`src/rtl/sorted_priority_queue_core_macros.svh`:
```
// Assertion macros for the sorted priority queue core.
// Files that check their own logic include this header; it depends on nothing else.
// Both macros expect signals named clk and rst_n in the including module.
`ifndef SORTED_PRIORITY_QUEUE_CORE_MACROS_SVH
`define SORTED_PRIORITY_QUEUE_CORE_MACROS_SVH
`ifndef SYNTHESIS
// A property that must hold at every clock edge out of reset.
`define SPQ_ASSERT(label, prop) \
    label: assert property (@(posedge clk) disable iff (!rst_n) (prop)) \
        else $error("sorted priority queue check failed");
// A condition that must be followed by a consequence in the next cycle.
`define SPQ_ASSERT_NEXT(label, ante, cons) \
    label: assert property (@(posedge clk) disable iff (!rst_n) (ante) |=> (cons)) \
        else $error("sorted priority queue sequencing check failed");
`else
`define SPQ_ASSERT(label, prop)
`define SPQ_ASSERT_NEXT(label, ante, cons)
`endif
`endif

```
`src/rtl/spq_pkg.sv`:
```
// Shared types and constants for the sorted priority queue core.
// Holds the transfer structs, operation codes and per-cell command struct; no dependencies.
package spq_pkg;

    // Default sizes of the queue.
    localparam int CAPACITY_DEF      = 16;
    localparam int PAYLOAD_BITS_DEF  = 32;
    localparam int PRIORITY_BITS_DEF = 16;

    // Operation codes carried in the request.
    typedef enum logic [1:0] {
        OP_INSERT = 2'd0,
        OP_REMOVE = 2'd1,
        OP_CLEAR  = 2'd2,
        OP_NONE   = 2'd3
    } spq_op_t;

    // One request transfer.
    typedef struct packed {
        spq_op_t            operation;
        logic signed [15:0] priority_req;
        logic [31:0]        payload;
    } spq_req_t;

    // One result transfer.
    typedef struct packed {
        logic [31:0] front_payload;
        logic        front_valid;
        logic [4:0]  entry_count;
        logic        rejected;
    } spq_res_t;

    // Command broadcast to every cell of the chain.
    typedef struct packed {
        logic insert;
        logic remove;
        logic clear;
    } spq_cmd_t;

endpackage

```
`src/rtl/sorted_priority_queue_core.sv`:
```
// Sorted priority queue: top level with the slot chain and the entry counter.
// Depends on spq_pkg, spq_cell and sorted_priority_queue_core_macros.svh.
//
// Usage:
//   A request transfer happens at a rising edge with start high and busy low.
//   busy never rises: every operation finishes in the cycle that takes it, since
//   every slot of the chain compares and shifts at once.
//   The request carries an operation (insert, remove front, clear), a priority
//   and a data word. Inserts go behind all entries of equal or higher priority.
//   In the cycle after the request transfer, done is high for exactly one cycle and
//   result holds the front data word (0 when empty), a valid flag, the entry
//   count after the operation and a reject flag for an insert into a full queue.
//   A new request may follow every cycle.
//   The receiver cannot stall; results must be taken when done is high.
//   Reset empties the queue at once; no clearing pass is needed.
`include "sorted_priority_queue_core_macros.svh"

module sorted_priority_queue_core #(
    parameter int CAPACITY      = spq_pkg::CAPACITY_DEF,
    parameter int PAYLOAD_BITS  = spq_pkg::PAYLOAD_BITS_DEF,
    parameter int PRIORITY_BITS = spq_pkg::PRIORITY_BITS_DEF
) (
    input  logic              clk,
    input  logic              rst_n,
    input  logic              start,
    output logic              busy,
    input  spq_pkg::spq_req_t request,
    output logic              done,
    output spq_pkg::spq_res_t result
);
    import spq_pkg::*;

    localparam int CNT_W = $clog2(CAPACITY + 1);

    logic                            take;
    logic                            full;
    logic                            empty;
    spq_cmd_t                        cmd;
    logic signed [PRIORITY_BITS-1:0] new_prio;
    logic [PAYLOAD_BITS-1:0]         new_payload;
    logic [CNT_W-1:0]                count_reg;
    logic [CNT_W-1:0]                count_next;
    logic                            done_reg;
    logic                            rejected_reg;
    logic                            rejected_next;

    logic [CAPACITY-1:0]             valid_vec;
    logic [CAPACITY-1:0]             keep_vec;
    logic signed [PRIORITY_BITS-1:0] prio_arr [CAPACITY];
    logic [PAYLOAD_BITS-1:0]         payload_arr [CAPACITY];

    // Every operation completes in the cycle that takes it, so requests are never held off.
    assign busy = 1'b0;
    assign take = start && !busy;

    assign full  = (count_reg == CNT_W'(CAPACITY));
    assign empty = (count_reg == '0);

    // Fields are narrowed or widened to the stored widths.
    assign new_prio    = $signed(PRIORITY_BITS'($unsigned(request.priority_req)));
    assign new_payload = PAYLOAD_BITS'(request.payload);

    // Decode the request into the command broadcast along the chain.
    always_comb
    begin
        cmd = '0;
        if (take)
        begin
            case (request.operation)
                OP_INSERT: cmd.insert = !full;
                OP_REMOVE: cmd.remove = !empty;
                OP_CLEAR:  cmd.clear  = 1'b1;
                default:   cmd        = '0;
            endcase
        end
    end

    // Entry count and reject flag for the result.
    always_comb
    begin
        count_next    = count_reg;
        rejected_next = 1'b0;
        if (take && request.operation == OP_INSERT && full)
        begin
            rejected_next = 1'b1;
        end
        if (cmd.clear)
        begin
            count_next = '0;
        end
        else if (cmd.insert)
        begin
            count_next = count_reg + 1'b1;
        end
        else if (cmd.remove)
        begin
            count_next = count_reg - 1'b1;
        end
    end

    always_ff @(posedge clk or negedge rst_n)
    begin
        if (!rst_n)
        begin
            count_reg    <= '0;
            done_reg     <= 1'b0;
            rejected_reg <= 1'b0;
        end
        else
        begin
            count_reg    <= count_next;
            done_reg     <= take;
            rejected_reg <= rejected_next;
        end
    end

    // The chain of slots, front at index zero.
    for (genvar i = 0; i < CAPACITY; i++)
    begin : g_cell
        logic                            l_valid;
        logic                            l_keep;
        logic signed [PRIORITY_BITS-1:0] l_prio;
        logic [PAYLOAD_BITS-1:0]         l_payload;
        logic                            r_valid;
        logic signed [PRIORITY_BITS-1:0] r_prio;
        logic [PAYLOAD_BITS-1:0]         r_payload;

        if (i == 0)
        begin : g_head
            // On insert, the front slot takes the new entry whenever it does not keep its own.
            assign l_valid   = 1'b0;
            assign l_keep    = 1'b1;
            assign l_prio    = '0;
            assign l_payload = '0;
        end
        else
        begin : g_body
            assign l_valid   = valid_vec[i-1];
            assign l_keep    = keep_vec[i-1];
            assign l_prio    = prio_arr[i-1];
            assign l_payload = payload_arr[i-1];
        end

        if (i == CAPACITY - 1)
        begin : g_tail
            assign r_valid   = 1'b0;
            assign r_prio    = '0;
            assign r_payload = '0;
        end
        else
        begin : g_inner
            assign r_valid   = valid_vec[i+1];
            assign r_prio    = prio_arr[i+1];
            assign r_payload = payload_arr[i+1];
        end

        spq_cell #(
            .PAYLOAD_BITS  (PAYLOAD_BITS),
            .PRIORITY_BITS (PRIORITY_BITS)
        ) u_cell (
            .clk           (clk),
            .rst_n         (rst_n),
            .cmd           (cmd),
            .new_prio      (new_prio),
            .new_payload   (new_payload),
            .left_valid    (l_valid),
            .left_keep     (l_keep),
            .left_prio     (l_prio),
            .left_payload  (l_payload),
            .right_valid   (r_valid),
            .right_prio    (r_prio),
            .right_payload (r_payload),
            .valid         (valid_vec[i]),
            .keep          (keep_vec[i]),
            .prio          (prio_arr[i]),
            .payload       (payload_arr[i])
        );
    end

    // Result fields are read from the state left by the last transfer.
    assign done                 = done_reg;
    assign result.front_payload = valid_vec[0] ? 32'(payload_arr[0]) : 32'd0;
    assign result.front_valid   = valid_vec[0];
    assign result.entry_count   = 5'(count_reg);
    assign result.rejected      = rejected_reg;

    // Checks on the chain and the counter.
    `SPQ_ASSERT_NEXT(a_done_follows_take, take, done)
    `SPQ_ASSERT(a_count_matches_cells, $countones(valid_vec) == int'(count_reg))
    `SPQ_ASSERT(a_front_valid_nonempty, valid_vec[0] == (count_reg != '0))
    `SPQ_ASSERT(a_reject_only_when_full, rejected_reg |-> (done_reg && full))

endmodule

```
`src/rtl/spq_cell.sv`:
```
// One slot of the sorted chain: a priority, a data word and an occupied flag.
// Depends on spq_pkg for the command struct; neighbors are wired by the top level.
module spq_cell #(
    parameter int PAYLOAD_BITS  = spq_pkg::PAYLOAD_BITS_DEF,
    parameter int PRIORITY_BITS = spq_pkg::PRIORITY_BITS_DEF
) (
    input  logic                            clk,
    input  logic                            rst_n,
    input  spq_pkg::spq_cmd_t               cmd,
    input  logic signed [PRIORITY_BITS-1:0] new_prio,
    input  logic [PAYLOAD_BITS-1:0]         new_payload,
    input  logic                            left_valid,
    input  logic                            left_keep,
    input  logic signed [PRIORITY_BITS-1:0] left_prio,
    input  logic [PAYLOAD_BITS-1:0]         left_payload,
    input  logic                            right_valid,
    input  logic signed [PRIORITY_BITS-1:0] right_prio,
    input  logic [PAYLOAD_BITS-1:0]         right_payload,
    output logic                            valid,
    output logic                            keep,
    output logic signed [PRIORITY_BITS-1:0] prio,
    output logic [PAYLOAD_BITS-1:0]         payload
);
    import spq_pkg::*;

    logic                            valid_reg;
    logic                            valid_next;
    logic signed [PRIORITY_BITS-1:0] prio_reg;
    logic signed [PRIORITY_BITS-1:0] prio_next;
    logic [PAYLOAD_BITS-1:0]         payload_reg;
    logic [PAYLOAD_BITS-1:0]         payload_next;

    // An occupied slot whose priority is at least the new one stays in place on insert.
    assign keep = valid_reg && (prio_reg >= new_prio);

    // Select the slot's next content from itself, the new entry or a neighbor.
    always_comb
    begin
        valid_next   = valid_reg;
        prio_next    = prio_reg;
        payload_next = payload_reg;
        if (cmd.clear)
        begin
            valid_next = 1'b0;
        end
        else if (cmd.remove)
        begin
            valid_next   = right_valid;
            prio_next    = right_prio;
            payload_next = right_payload;
        end
        else if (cmd.insert && !keep)
        begin
            if (left_keep)
            begin
                valid_next   = 1'b1;
                prio_next    = new_prio;
                payload_next = new_payload;
            end
            else
            begin
                valid_next   = left_valid;
                prio_next    = left_prio;
                payload_next = left_payload;
            end
        end
    end

    // The occupied flag is control state and is reset.
    always_ff @(posedge clk or negedge rst_n)
    begin
        if (!rst_n)
        begin
            valid_reg <= 1'b0;
        end
        else
        begin
            valid_reg <= valid_next;
        end
    end

    // Slot contents are only read while occupied.
    always_ff @(posedge clk)
    begin
        prio_reg    <= prio_next;
        payload_reg <= payload_next;
    end

    assign valid   = valid_reg;
    assign prio    = prio_reg;
    assign payload = payload_reg;

endmodule

```
`config.mk`:
```
export PLATFORM = sky130hd
export DESIGN_NAME = sorted_priority_queue_core
export DESIGN_NICKNAME = d
export VERILOG_FILES = /design/src/rtl/spq_pkg.sv /design/src/rtl/sorted_priority_queue_core.sv /design/src/rtl/spq_cell.sv
export VERILOG_INCLUDE_DIRS = /design/src /design/src/rtl
export SDC_FILE = /design/constraint.sdc
export NUM_CORES = 2
export LEC_CHECK = 0
export BUFFER_PORTS_ARGS = -buffer_cell sky130_fd_sc_hd__buf_4
export CAP_MARGIN = 40
export CORE_ASPECT_RATIO = 1.2
export CORE_MARGIN = 8
export CORE_UTILIZATION = 60
export DETAILED_ROUTE_END_ITERATION = 8
export PLACE_DENSITY = 0.77
export SLEW_MARGIN = 25
export SYNTH_ARGS = -nofsm -noshare
export SYNTH_HDL_FRONTEND = slang
export SYNTH_SLANG_ARGS = --single-unit
```
`constraint.sdc`:
```
create_clock -name clk -period 10.4 [get_ports clk]
set_input_delay 1.56 -clock clk [delete_from_list [all_inputs] [get_ports clk]]
set_output_delay 1.56 -clock clk [all_outputs]
set_load 0.02 [all_outputs]
```
==> metrics <==
total number of vias 35224; clock buffer depth 3; Initial Utilization 0.603; Final #Nets 4516; Yosys warnings 0; vias per cell roughly 6.7; drt total wl 131 mm; FILL cells between 5000 and 6000; cell family contributing the most delay on the critical path buffers and inverters; Post-synth top flop edfxtp_1; # rows 110; max-cap violations 0; most used cell, CP buf_4; total congestion overflow 0; I/O Pins between 90 and 100; Hold Fails Final Rpt 0; Worst VDD drop ~0.16 mV; most common cell after layout, fill and taps aside nand2_1; leakage power 17.6 nW; Syn Area/Cell 10.4 um^2; placed inst area between 0.04 and 0.05 mm^2; post-synthesis sequential area ratio 0.526; worst hold path class reg -> reg; All-Layer GR Usage 0.307; Mapped Area roughly 0.045 mm^2; CP max stage cell inv_1; max incr delay on CP about 570 ps; vias in the first global route between 30000 and 40000; FMAX 188 MHz; # setup viols final 0; Tcrit/Tclk final 0.512; Largest register FFs roughly 500; largest net degree at the start of global routing around 290; number of hold buffers added after cts 0; CTS resizes 0; CP Class in -> reg; TritonRoute pass-1 iters 6; final instance area a little under 0.05 mm^2; htree depth 3; Tmin final 5330 ps; TritonCTS Buffers slightly above 80; critical path cell sequence buf_4, inv_1, ha_1, nor2b_1, o211ai_1, a211oi_1, or4_1, o211a_4, o21ai_4, buf_16, buf_4; RSZ-0062 raised after global routing no; max-slew violations 0; post-synthesis cell count between 4000 and 5000; WL/cell between 20 and 25 um; Layout Skew 28.5 ps; Max-slew headroom 0.338; hpwl dp between 80 and 90 mm; n_diodes 0; Buf/Inv on CP 4; clock sink total approximately 800; post-route setup TNS 0 ps; initial antenna violation count 0; Synth Register Bits 791; status completed; RePlAce Congestion approximately 0.96; WP data required 10660 ps; most frequent cells in the layout nand2_1, edfxtp_1, nand3_1; endpoint class of the critical path register; die width around 270 um; syn nets roughly 4600; first-pass GRT wire length 201 mm; Final Util 0.659; Power per Cell Area approximately 240 mW/mm^2; Skew-Pair Late Insertion Delay ~650 ps; Slew @ Worst Pin between 900 and 1000 ps; Layout area overhead 9.36%; Worst setup SP type input port; CTS tree done; core area around 0.075 mm^2; ratio of cells with drive above 1 in the final layout 0.0764; Post-synth EDFFs about 770; Die ar. 0.0840 mm^2; Routed Antenna Nets 0; FFs w/ async S/R, synth 0.0291; Synth cell types 70; drc violations 0; crit path DAT 5580 ps; Die Y around 320 um; Clock transition at path regs ~60 ps; CTS root buf clkbuf_16; DR iter-0 viols about 4600; Setup Buffers After CTS 0; CP Max Fanout 27; PortBufs 92
[stage by stage]
stage                     std cells  total power, mW  hold slack (ps)  worst slack [ps]
after CTS                      5270             11.8              542              5120
after detailed placement       5120             8.87              524              4470
final                          5277             11.9              542              5070
after floorplan                4310             7.62              477              2700
after global routing           5277             12.4              562              5000
after global placement         5107             8.68              506              4180
[where the power goes]
group,leakage [nW],switching (mW),internal (mW)
logic,8.83,2.45,1.41
clock network,1.29,1.29,1.69
registers,7.45,0.476,4.56
[cells in the mapped netlist, drive strengths merged (23+ instances only)]
master,n,area share
nand2,902,0.075
edfxtp,768,0.51
nand3,459,0.051
o211ai,398,0.067
o21ai,367,0.041
mux2i,286,0.064
clkbuf,261,0.022
ha,259,0.072
buf,100,0.014
a21oi,97,0.011
nand4,55,0.0077
inv,46,0.0038
a21o,45,0.0075
nor2,42,0.0036
and2,32,0.0045
dfrtp,23,0.013
[per-layer routing]
| layer | routed length [um] | vias to the layer above | GRT usage |
|---|---|---|---|
| met2 | 60800 | 1871 | 0.486 |
| met1 | 52300 | 17045 | 0.410 |
| met5 | 0 | - | 0 |
| met4 | 7490 | 0 | 0.166 |
| met3 | 10700 | 339 | 0.0391 |
| li1 | - | 15969 | - |
[final cells by class]
| class | count | area [um^2] | area share |
|---|---|---|---|
| clock buffer | 99 | 2140 | 0.0435 |
| timing repair buffer | 170 | 1670 | 0.0339 |
| tap | 1008 | 1260 | 0.0256 |
| clock inverter | 51 | 513 | 0.0104 |
| multi-input combinational | 3112 | 19800 | 0.402 |
| inverter | 46 | 173 | 0.00351 |
| sequential | 791 | 23600 | 0.481 |
[logic make-up (layout without fill, tap and decap cells)]
logic type | after synthesis | after routing | synth area share
AND/OR/NAND/NOR | 1566 | 1566 | 0.154
flip-flops | 791 | 791 | 0.526
multiplexers | 287 | 287 | 0.0640
XOR/XNOR | 4 | 4 | 0.000779
adder cells (fa/ha/maj) | 260 | 260 | 0.0725
other | 1 | 1 | 0.0000834
AO/OA/AOI/OAI | 994 | 994 | 0.144
buffers and inverters | 407 | 366 | 0.0395
[path summary, 6_finish.rpt]
kind,end,cells past startpoint,start,slack [ps]
min in group asynchronous,done,1,rst_n,840
max in group asynchronous,g_cell[2].u_cell.valid,1,rst_n,9230
min reg2reg,g_cell[0].u_cell.valid,2,g_cell[1].u_cell.valid,540
max,g_cell[0].u_cell.prio[9],11,request[33],5070
max reg2reg,g_cell[0].u_cell.prio[9],9,g_cell[0].u_cell.prio[1],6340
min,g_cell[0].u_cell.valid,2,g_cell[1].u_cell.valid,540
[worst min-delay path: cells and delay by family, from the launching register on]
kind               cells  cell delay (ps)
DFF                    1              380
AOI/OAI and AO/OA      2              120
No activity file was read; power rests on OpenSTA's default activity.
